[config.mk]
export PLATFORM = sky130hd
export DESIGN_NAME = lru_page_cache_core_flat
export DESIGN_NICKNAME = d
export VERILOG_FILES = /design/src/hw/rtl/lpc_pkg.sv /design/src/hw/rtl/lpc_req_if.sv /design/src/hw/rtl/lpc_rsp_if.sv /design/src/hw/rtl/lru_page_cache_core.sv /design/src/hw/rtl/lpc_cell.sv /design/src/flat_wrapper.sv
export SDC_FILE = /design/constraint.sdc
export NUM_CORES = 1
export LEC_CHECK = 0
export BUFFER_PORTS_ARGS = -buffer_cell sky130_fd_sc_hd__buf_2
export CORE_UTILIZATION = 60
export CTS_BUF_LIST = sky130_fd_sc_hd__clkbuf_4
export DETAILED_ROUTE_END_ITERATION = 6
export PLACE_DENSITY = 0.78
export SETUP_SLACK_MARGIN = 0.02
export SLEW_MARGIN = 20
export SYNTH_ARGS = -nofsm -noshare
export SYNTH_HDL_FRONTEND = slang
export SYNTH_HIERARCHICAL = 1
export SYNTH_SLANG_ARGS = --single-unit
[constraint.sdc]
create_clock -name clk -period 10.1 [get_ports clk]
set_clock_uncertainty 0.2 [all_clocks]
set_input_delay 1.515 -clock clk [delete_from_list [all_inputs] [get_ports clk]]
set_output_delay 1.515 -clock clk [all_outputs]
set_load 0.02 [all_outputs]
[src/hw/rtl/lpc_pkg.sv]
package lpc_pkg;

  // Field widths of the request and result transactions.
  localparam int PAGE_W = 10;
  localparam int OCC_W  = 5;
  localparam int CAP_W  = 5;

  // Page numbers wrap at this size.
  localparam int NUM_PAGES = 1024;

  // Value of the capacity register after reset.
  localparam logic [CAP_W-1:0] CAP_RESET = CAP_W'(16);

  typedef logic [PAGE_W-1:0] page_t;

  // Broadcast from the controller to every cell.
  typedef struct packed {
    logic  update;
    page_t page;
  } lpc_cmd_t;

  // What one cell hands to the next one down the recency stack.
  typedef struct packed {
    page_t entry;
    logic  seen;
  } lpc_link_t;

endpackage

[src/hw/rtl/lpc_req_if.sv]
interface lpc_req_if import lpc_pkg::*; ();
  logic  valid;
  logic  ready;
  page_t page_number;

  modport source (output valid, output page_number, input ready);
  modport sink (input valid, input page_number, output ready);
endinterface

[src/hw/rtl/lpc_rsp_if.sv]
interface lpc_rsp_if import lpc_pkg::*; ();
  logic             valid;
  logic             ready;
  logic             hit;
  logic             evicted_valid;
  page_t            evicted_page;
  logic [OCC_W-1:0] occupancy;

  modport source (output valid, output hit, output evicted_valid, output evicted_page,
                  output occupancy, input ready);
  modport sink (input valid, input hit, input evicted_valid, input evicted_page,
                input occupancy, output ready);
endinterface

[src/hw/rtl/lru_page_cache_core.sv]
// LRU page cache: each request transaction names a page, and one result transaction comes back
// per request with the hit flag, the evicted page (zero when nothing was evicted) and the number
// of pages held afterward. The recency stack is a row of MAX_CAPACITY identical cells, the most
// recent page in cell 0; every cell compares its page with the request in parallel and, on an
// update, the cells from the top down to the hit position (or all of them on a miss) take the
// page of their upper neighbor while cell 0 takes the requested page. The result of an accepted
// request is registered, so the result appears in the cycle after acceptance, and
// the block takes one request per cycle as long as results are taken; the longest path is the
// match ripple that runs through the cell row. The capacity register (reset 16) may be written
// only while no transaction is in flight; zero acts as one and values above MAX_CAPACITY act as
// MAX_CAPACITY. Lowering it below the occupancy makes each miss evict one page and add one, so
// the occupancy stays put. No clearing pass is needed after reset: the fill count alone tells
// which cells hold pages.
module lru_page_cache_core import lpc_pkg::*; #(
  parameter int MAX_CAPACITY = 16
) (
  input  logic             clk,
  input  logic             rst_n,
  input  logic             cfg_we,
  input  logic [CAP_W-1:0] cfg_wdata,
  lpc_req_if.sink          in_ch,
  lpc_rsp_if.source        out_ch
);

  localparam int CNT_W = $clog2(MAX_CAPACITY + 1);
  localparam int CMP_W = (CNT_W > CAP_W) ? CNT_W : CAP_W;

  logic [CAP_W-1:0] capacity_r;
  logic [CNT_W-1:0] held_r;
  logic [CNT_W-1:0] held_nxt;
  logic             out_valid_r;
  logic             out_valid_nxt;
  logic             hit_r;
  logic             evicted_valid_r;
  page_t            evicted_page_r;
  logic [OCC_W-1:0] occupancy_r;

  logic             accept;
  page_t            page;
  lpc_cmd_t         cmd;
  lpc_link_t        link [MAX_CAPACITY+1];
  page_t            tail_pages [MAX_CAPACITY];
  page_t            tail_page;
  logic             hit;
  logic             evict;
  logic [CMP_W-1:0] eff_cap;

  // A new request is taken whenever the result register is empty or is being drained.
  assign in_ch.ready = !out_valid_r || out_ch.ready;
  assign accept      = in_ch.valid && in_ch.ready;
  assign page        = page_t'(in_ch.page_number % NUM_PAGES);

  assign cmd.update = accept;
  assign cmd.page   = page;

  // Cell 0 receives the requested page; no match lies above it.
  assign link[0].entry = page;
  assign link[0].seen  = 1'b0;

  for (genvar i = 0; i < MAX_CAPACITY; i++) begin : g_cell
    lpc_cell #(
      .IDX   (i),
      .CNT_W (CNT_W)
    ) u_cell (
      .clk       (clk),
      .cmd       (cmd),
      .held      (held_r),
      .link_in   (link[i]),
      .link_out  (link[i+1]),
      .tail_page (tail_pages[i])
    );
  end

  // At most one cell flags itself as the least recent entry, so an OR picks its page.
  always_comb begin
    tail_page = '0;
    for (int i = 0; i < MAX_CAPACITY; i++) begin
      tail_page = tail_page | tail_pages[i];
    end
  end

  // The capacity in force: zero counts as one, and it never exceeds the number of cells.
  always_comb begin
    if (capacity_r == '0) begin
      eff_cap = CMP_W'(1);
    end else if (CMP_W'(capacity_r) > CMP_W'(MAX_CAPACITY)) begin
      eff_cap = CMP_W'(MAX_CAPACITY);
    end else begin
      eff_cap = CMP_W'(capacity_r);
    end
  end

  assign hit   = link[MAX_CAPACITY].seen;
  assign evict = !hit && (CMP_W'(held_r) >= eff_cap);

  // A miss without eviction adds a page; a hit or an eviction leaves the count alone.
  always_comb begin
    held_nxt = held_r;
    if (accept && !hit && !evict) begin
      held_nxt = held_r + CNT_W'(1);
    end
  end

  always_comb begin
    out_valid_nxt = out_valid_r;
    if (accept) begin
      out_valid_nxt = 1'b1;
    end else if (out_ch.ready) begin
      out_valid_nxt = 1'b0;
    end
  end

  always_ff @(posedge clk) begin
    if (!rst_n) begin
      capacity_r  <= CAP_RESET;
      held_r      <= '0;
      out_valid_r <= 1'b0;
    end else begin
      if (cfg_we) begin
        capacity_r <= cfg_wdata;
      end
      held_r      <= held_nxt;
      out_valid_r <= out_valid_nxt;
    end
  end

  always_ff @(posedge clk) begin
    if (accept) begin
      hit_r           <= hit;
      evicted_valid_r <= evict;
      evicted_page_r  <= evict ? tail_page : '0;
      occupancy_r     <= OCC_W'(held_nxt);
    end
  end

  assign out_ch.valid         = out_valid_r;
  assign out_ch.hit           = hit_r;
  assign out_ch.evicted_valid = evicted_valid_r;
  assign out_ch.evicted_page  = evicted_page_r;
  assign out_ch.occupancy     = occupancy_r;

  // The fill count never runs past the number of cells.
  a_held_bound : assert property (@(posedge clk) disable iff (!rst_n)
    CNT_W'(MAX_CAPACITY) >= held_r)
    else $error("held count exceeds the cell count");

  // A hit never evicts, and a transaction without eviction reports page zero.
  a_evict_fields : assert property (@(posedge clk) disable iff (!rst_n)
    out_valid_r |-> (!(hit_r && evicted_valid_r) &&
                     (evicted_valid_r || (evicted_page_r == '0))))
    else $error("inconsistent eviction fields");

  // A hit or an eviction leaves the fill count where it was.
  a_held_stable : assert property (@(posedge clk) disable iff (!rst_n)
    (accept && (hit || evict)) |=> (held_r == $past(held_r)))
    else $error("fill count moved on a hit or eviction");

  // A miss without eviction grows the fill count by exactly one.
  a_held_grow : assert property (@(posedge clk) disable iff (!rst_n)
    (accept && !hit && !evict) |=> (held_r == $past(held_r) + CNT_W'(1)))
    else $error("fill count did not grow on a plain miss");

  // A result that was not taken is still offered in the next cycle.
  a_result_held : assert property (@(posedge clk) disable iff (!rst_n)
    (out_valid_r && !out_ch.ready) |=> (out_valid_r && $stable(occupancy_r)))
    else $error("pending result was lost");

endmodule

[src/hw/rtl/lpc_cell.sv]
module lpc_cell import lpc_pkg::*; #(
  parameter int IDX   = 0,
  parameter int CNT_W = 5
) (
  input  logic             clk,
  input  lpc_cmd_t         cmd,
  input  logic [CNT_W-1:0] held,
  input  lpc_link_t        link_in,
  output lpc_link_t        link_out,
  output page_t            tail_page
);

  page_t entry_r;
  page_t entry_nxt;
  logic  occupied;
  logic  match;
  logic  is_tail;

  // Only entries below the fill count hold pages; the contents of the rest never affect a match.
  assign occupied = CNT_W'(IDX) < held;
  assign match    = occupied && (entry_r == cmd.page);
  assign is_tail  = CNT_W'(IDX + 1) == held;

  assign link_out.entry = entry_r;
  assign link_out.seen  = link_in.seen | match;
  assign tail_page      = is_tail ? entry_r : '0;

  // A cell at or above the hit position takes its neighbor's page.
  always_comb begin
    entry_nxt = entry_r;
    if (cmd.update && !link_in.seen) begin
      entry_nxt = link_in.entry;
    end
  end

  always_ff @(posedge clk) begin
    entry_r <= entry_nxt;
  end

endmodule
[src/flat_wrapper.sv]
// flat-port wrapper written by rule: the top's interface ports become plain ports
module lru_page_cache_core_flat import lpc_pkg::*;
#(
  parameter int MAX_CAPACITY = 16
)
  (clk, rst_n, cfg_we, cfg_wdata, in_ch_valid, in_ch_page_number, in_ch_ready, out_ch_valid, out_ch_hit, out_ch_evicted_valid, out_ch_evicted_page, out_ch_occupancy, out_ch_ready);
  lpc_req_if in_ch_i ();
  lpc_rsp_if out_ch_i ();
  input  logic clk;
  input  logic rst_n;
  input  logic cfg_we;
  input  logic [CAP_W-1:0] cfg_wdata;
  input wire logic [$bits(in_ch_i.valid)-1:0] in_ch_valid;
  input wire logic [$bits(in_ch_i.page_number)-1:0] in_ch_page_number;
  output wire logic [$bits(in_ch_i.ready)-1:0] in_ch_ready;
  output wire logic [$bits(out_ch_i.valid)-1:0] out_ch_valid;
  output wire logic [$bits(out_ch_i.hit)-1:0] out_ch_hit;
  output wire logic [$bits(out_ch_i.evicted_valid)-1:0] out_ch_evicted_valid;
  output wire logic [$bits(out_ch_i.evicted_page)-1:0] out_ch_evicted_page;
  output wire logic [$bits(out_ch_i.occupancy)-1:0] out_ch_occupancy;
  input wire logic [$bits(out_ch_i.ready)-1:0] out_ch_ready;
  assign in_ch_i.valid = in_ch_valid;
  assign in_ch_i.page_number = in_ch_page_number;
  assign in_ch_ready = in_ch_i.ready;
  assign out_ch_valid = out_ch_i.valid;
  assign out_ch_hit = out_ch_i.hit;
  assign out_ch_evicted_valid = out_ch_i.evicted_valid;
  assign out_ch_evicted_page = out_ch_i.evicted_page;
  assign out_ch_occupancy = out_ch_i.occupancy;
  assign out_ch_i.ready = out_ch_ready;
  lru_page_cache_core #(.MAX_CAPACITY(MAX_CAPACITY)) u_core (.clk(clk), .rst_n(rst_n), .cfg_we(cfg_we), .cfg_wdata(cfg_wdata), .in_ch(in_ch_i), .out_ch(out_ch_i));
endmodule
==> out/results.tsv <==
metric	value	unit
outcome	complete, no violations	
syn-cell-area	9840	um2
cp_data_arrival_time	6.77	ns
worst-r2r-cell-count	24	
r2r_start	u_core/held_r[3]$_SDFF_PN0_	
internal-power	0.00108	W
endpoint_kind	register	
clock_power_share	27.1	%
finalSetupViolCount	0	
worst_pin_slew	1.08	ns
synth.distinct_cells	53	
highest_layer	met4	
ys.flop_type	edfxtp_1	
antenna_found_initial	1	
layout-drive-gt1-share	13.0	%
met1Wirelength	9490	um
synth-async-reset-ratio	0	%
drt-initial-drc-count	683	
p_seq_share	63.0	%
cts_hold_buffers	0	
ant_nets	0	
nets	845	
drc	0	
numClockSinks	188	
finalCritPeriodShare	64.4	%
p_total	0.00145	W
required	10.36	ns
p_per_area	137	nW/um2
synth.avg_cell_area	12.8	um2
synthAdderAreaFrac	0.763	%
worstHoldEndpoint	u_core/g_cell[11].u_cell/entry_r[6]$_DFFE_PP_	
wl_met3	1530	um
fin_setup_tns	0	ns
min_period	6.51	ns
initial_core_util	61.7	%
synth_xor_xnor_area_share	14.8	%
syn_inst	766	
synth_commonest_cells	edfxtp_1, xor2_1, and2_1	
comb_power_share	9.9	%
gp_congestion	0.971	
cap_violations	0	
synth.most_common_cell	edfxtp_1	
fp.dieW	130	um
yosysSeqAreaShare	56.3	%
htreeDepth	4	
clk_pin_slew_worst_paths	0.14	ns
finalMaxSlewViolations	0	
vdd_ir_drop_max	135	uV
slew_headroom	28.0	%
power_switching	0.000369	W
swShare	25.5	%
grt-ovfl-total	0	
grt_pass1_vias	6517	
synthMuxAreaShare	0.827	%
critPathLaunchType	input port	
synth_edf_count	177	
viasPerCell	6.22	
cts.path.max_buffers	2	
hold_viol_final	0	
grt_max_degree	52	
vias	6520	
rsz0062_at_grt	no	
wl_met2	12000	um
synth_area_leaders	edfxtp_1, xor2_1, and2_1	
io_buffer_count	38	
synth_simple_gate_area_share	23.4	%
synth_compound_area_share	2.95	%
rrSetupSlack	3.89	ns
r2r_end	u_core/held_r[1]$_SDFF_PN0_	
grt_pass1_wl	36600	um
cts_buffers	17	
areaGrowthSynthToFinish	7.31	%
power.leakage	3.97	nW
synth_top_area_share	54.0	%
num_rows	46	
core	15900	um2
yosysWarningCount	6	
clk_latency	0.56	ns
synth.largest_area_cell	edfxtp_1	
worstHoldStart	u_core/g_cell[10].u_cell/entry_r[6]$_DFFE_PP_	
synth_top_family_by_area	simple AND/OR/NAND/NOR gates	
cts-root-buf	clkbuf_4	
cp_max_fo	17	
path_class	in2reg	
holdPathStages	0	
wl_per_cell	22.7	um
fmax	0.154	GHz
postCtsSetupBuffers	0	
ys_ff_latch	188	
drt-total-wl	23800	um
cts_resized	0	
die_height	130	um
ios	39	
firstDrtPassIters	5	
grt_use_total	29.8	%
dp_hpwl	17400	um
min_path_type	reg2reg	
cts_tree	done	
die-area	16900	um2
-- sequential cells by signal, summed over array words and instances, names as in the netlist --
name and cells:
u_core/g_cell.u_cell/entry_r 160, u_core/out_ch.valid 1, u_core/out_ch.evicted_valid 1, u_core/out_ch.hit 1
u_core/out_ch.occupancy 5, u_core/held_r 5, u_core/out_ch.evicted_page 10, u_core/capacity_r 5
-- per-layer routing --
| layer | GRT usage [%] | vias up |
|---|---|---|
| met3 | 5.45 | 64 |
| met2 | 51.8 | 310 |
| met5 | 0 | - |
| met1 | 36.8 | 3206 |
| met4 | 11.7 | 0 |
| li1 | - | 2940 |
-- worst max path at each step --
stage / start / end / slack (ns) / depth (start not counted)
after global placement: in_ch_page_number[2] / u_core/out_ch.occupancy[1]$_DFFE_PP_ / 3.28 / 24
after global routing: in_ch_page_number[3] / u_core/held_r[1]$_SDFF_PN0_ / 3.43 / 25
after floorplan: in_ch_page_number[8] / u_core/out_ch.occupancy[4]$_DFFE_PP_ / 4.01 / 24
final: in_ch_page_number[9] / u_core/held_r[1]$_SDFF_PN0_ / 3.59 / 25
after CTS: in_ch_page_number[9] / u_core/held_r[1]$_SDFF_PN0_ / 3.70 / 25
after detailed placement: in_ch_page_number[9] / u_core/held_r[1]$_SDFF_PN0_ / 3.12 / 25
-- power by group through the flow --
| stage | Combinational [W] | Sequential [W] | Clock [W] |
|---|---|---|---|
| 3_5_place_dp | 0.000141 | 0.000931 | 0 |
| 3_3_place_gp | 0.000138 | 0.000929 | 0 |
| 4_1_cts | 0.000141 | 0.000914 | 0.000398 |
| 5_1_grt | 0.000152 | 0.000918 | 0.000426 |
| 6_report | 0.000143 | 0.000914 | 0.000393 |
| 2_1_floorplan | 0.0000784 | 0.000931 | 0 |
-- layout by cell type (no fill, tap or decap), drive strengths merged, types with 2 or more instances in the layout --
cell      instances
nand2            16
and2            122
nand2b            8
o21ai             2
clkinvlp          2
and3             50
nand3             3
xor2            142
dfxtp            11
nor2              9
bufinv            2
inv              10
nor4             76
conb              2
a21oi             6
buf              44
xnor2            22
clkinv            9
and4              2
a21o              2
edfxtp          177
a41o              3
nand4            15
ha                6
a31o             11
a211oi            5
nor2b            21
clkbuf           18
mux2i             7
nor3             15
nor4b             3
-- per-stage QoR --
stage / util (%) / hold slack [ns] / cell area (um2) / cells / setup WS [ns]
finish: 66.2 / 0.304 / 10600 / 1049 / 3.59
global route: 66.2 / 0.316 / 10600 / 1049 / 3.43
CTS: 66.2 / 0.303 / 10600 / 1048 / 3.70
detailed placement: 64.6 / 0.274 / 10300 / 1016 / 3.12
global placement: 64.6 / 0.272 / 10300 / 1016 / 3.28
floorplan: - / 0.262 / 9840 / 767 / 4.01
-- layout make-up --
class | instances | area (um2)
Timing Repair Buffer | 44 | 235
Clock buffer | 18 | 135
Multi-Input combinational cell | 559 | 4210
Sequential cell | 188 | 5540
Fill cell | 1214 | 5390
Antenna cell | 1 | 2.50
Inverter | 9 | 33.8
Tap cell | 216 | 270
Clock inverter | 14 | 128
-- critical path, cell delays in order --
cell and delay [ns]:
buf_2 0.41, xor2_1 0.22, a211oi_1 0.09, a31o_1 0.24, a31o_1 0.21, a31o_1 0.21
a31o_2 0.23, a41o_1 0.22, a31o_1 0.21, a31o_1 0.23, a31o_1 0.21, a41o_1 0.24
a31o_1 0.22, inv_1 0.08, o41ai_2 0.08, a31o_1 0.21, a41o_1 0.23, a31o_1 0.20
a31o_1 0.20, inv_1 0.06, o31ai_1 0.11, or3_4 0.42, a21oi_4 0.20, mux2_2 0.37
and2_1 0.15
-- cells by family (layout without fill, tap and decap cells) --
group,after synthesis,count (layout)
muxes,8,8
adders and majority gates,6,6
buffers and inverters,20,85
AOI/OAI and AO/OA,35,35
DFF,188,188
and+or+nand+nor,344,344
xor gates and xnor gates,164,164
other,1,3
No activity file was read; power rests on OpenSTA's default activity.
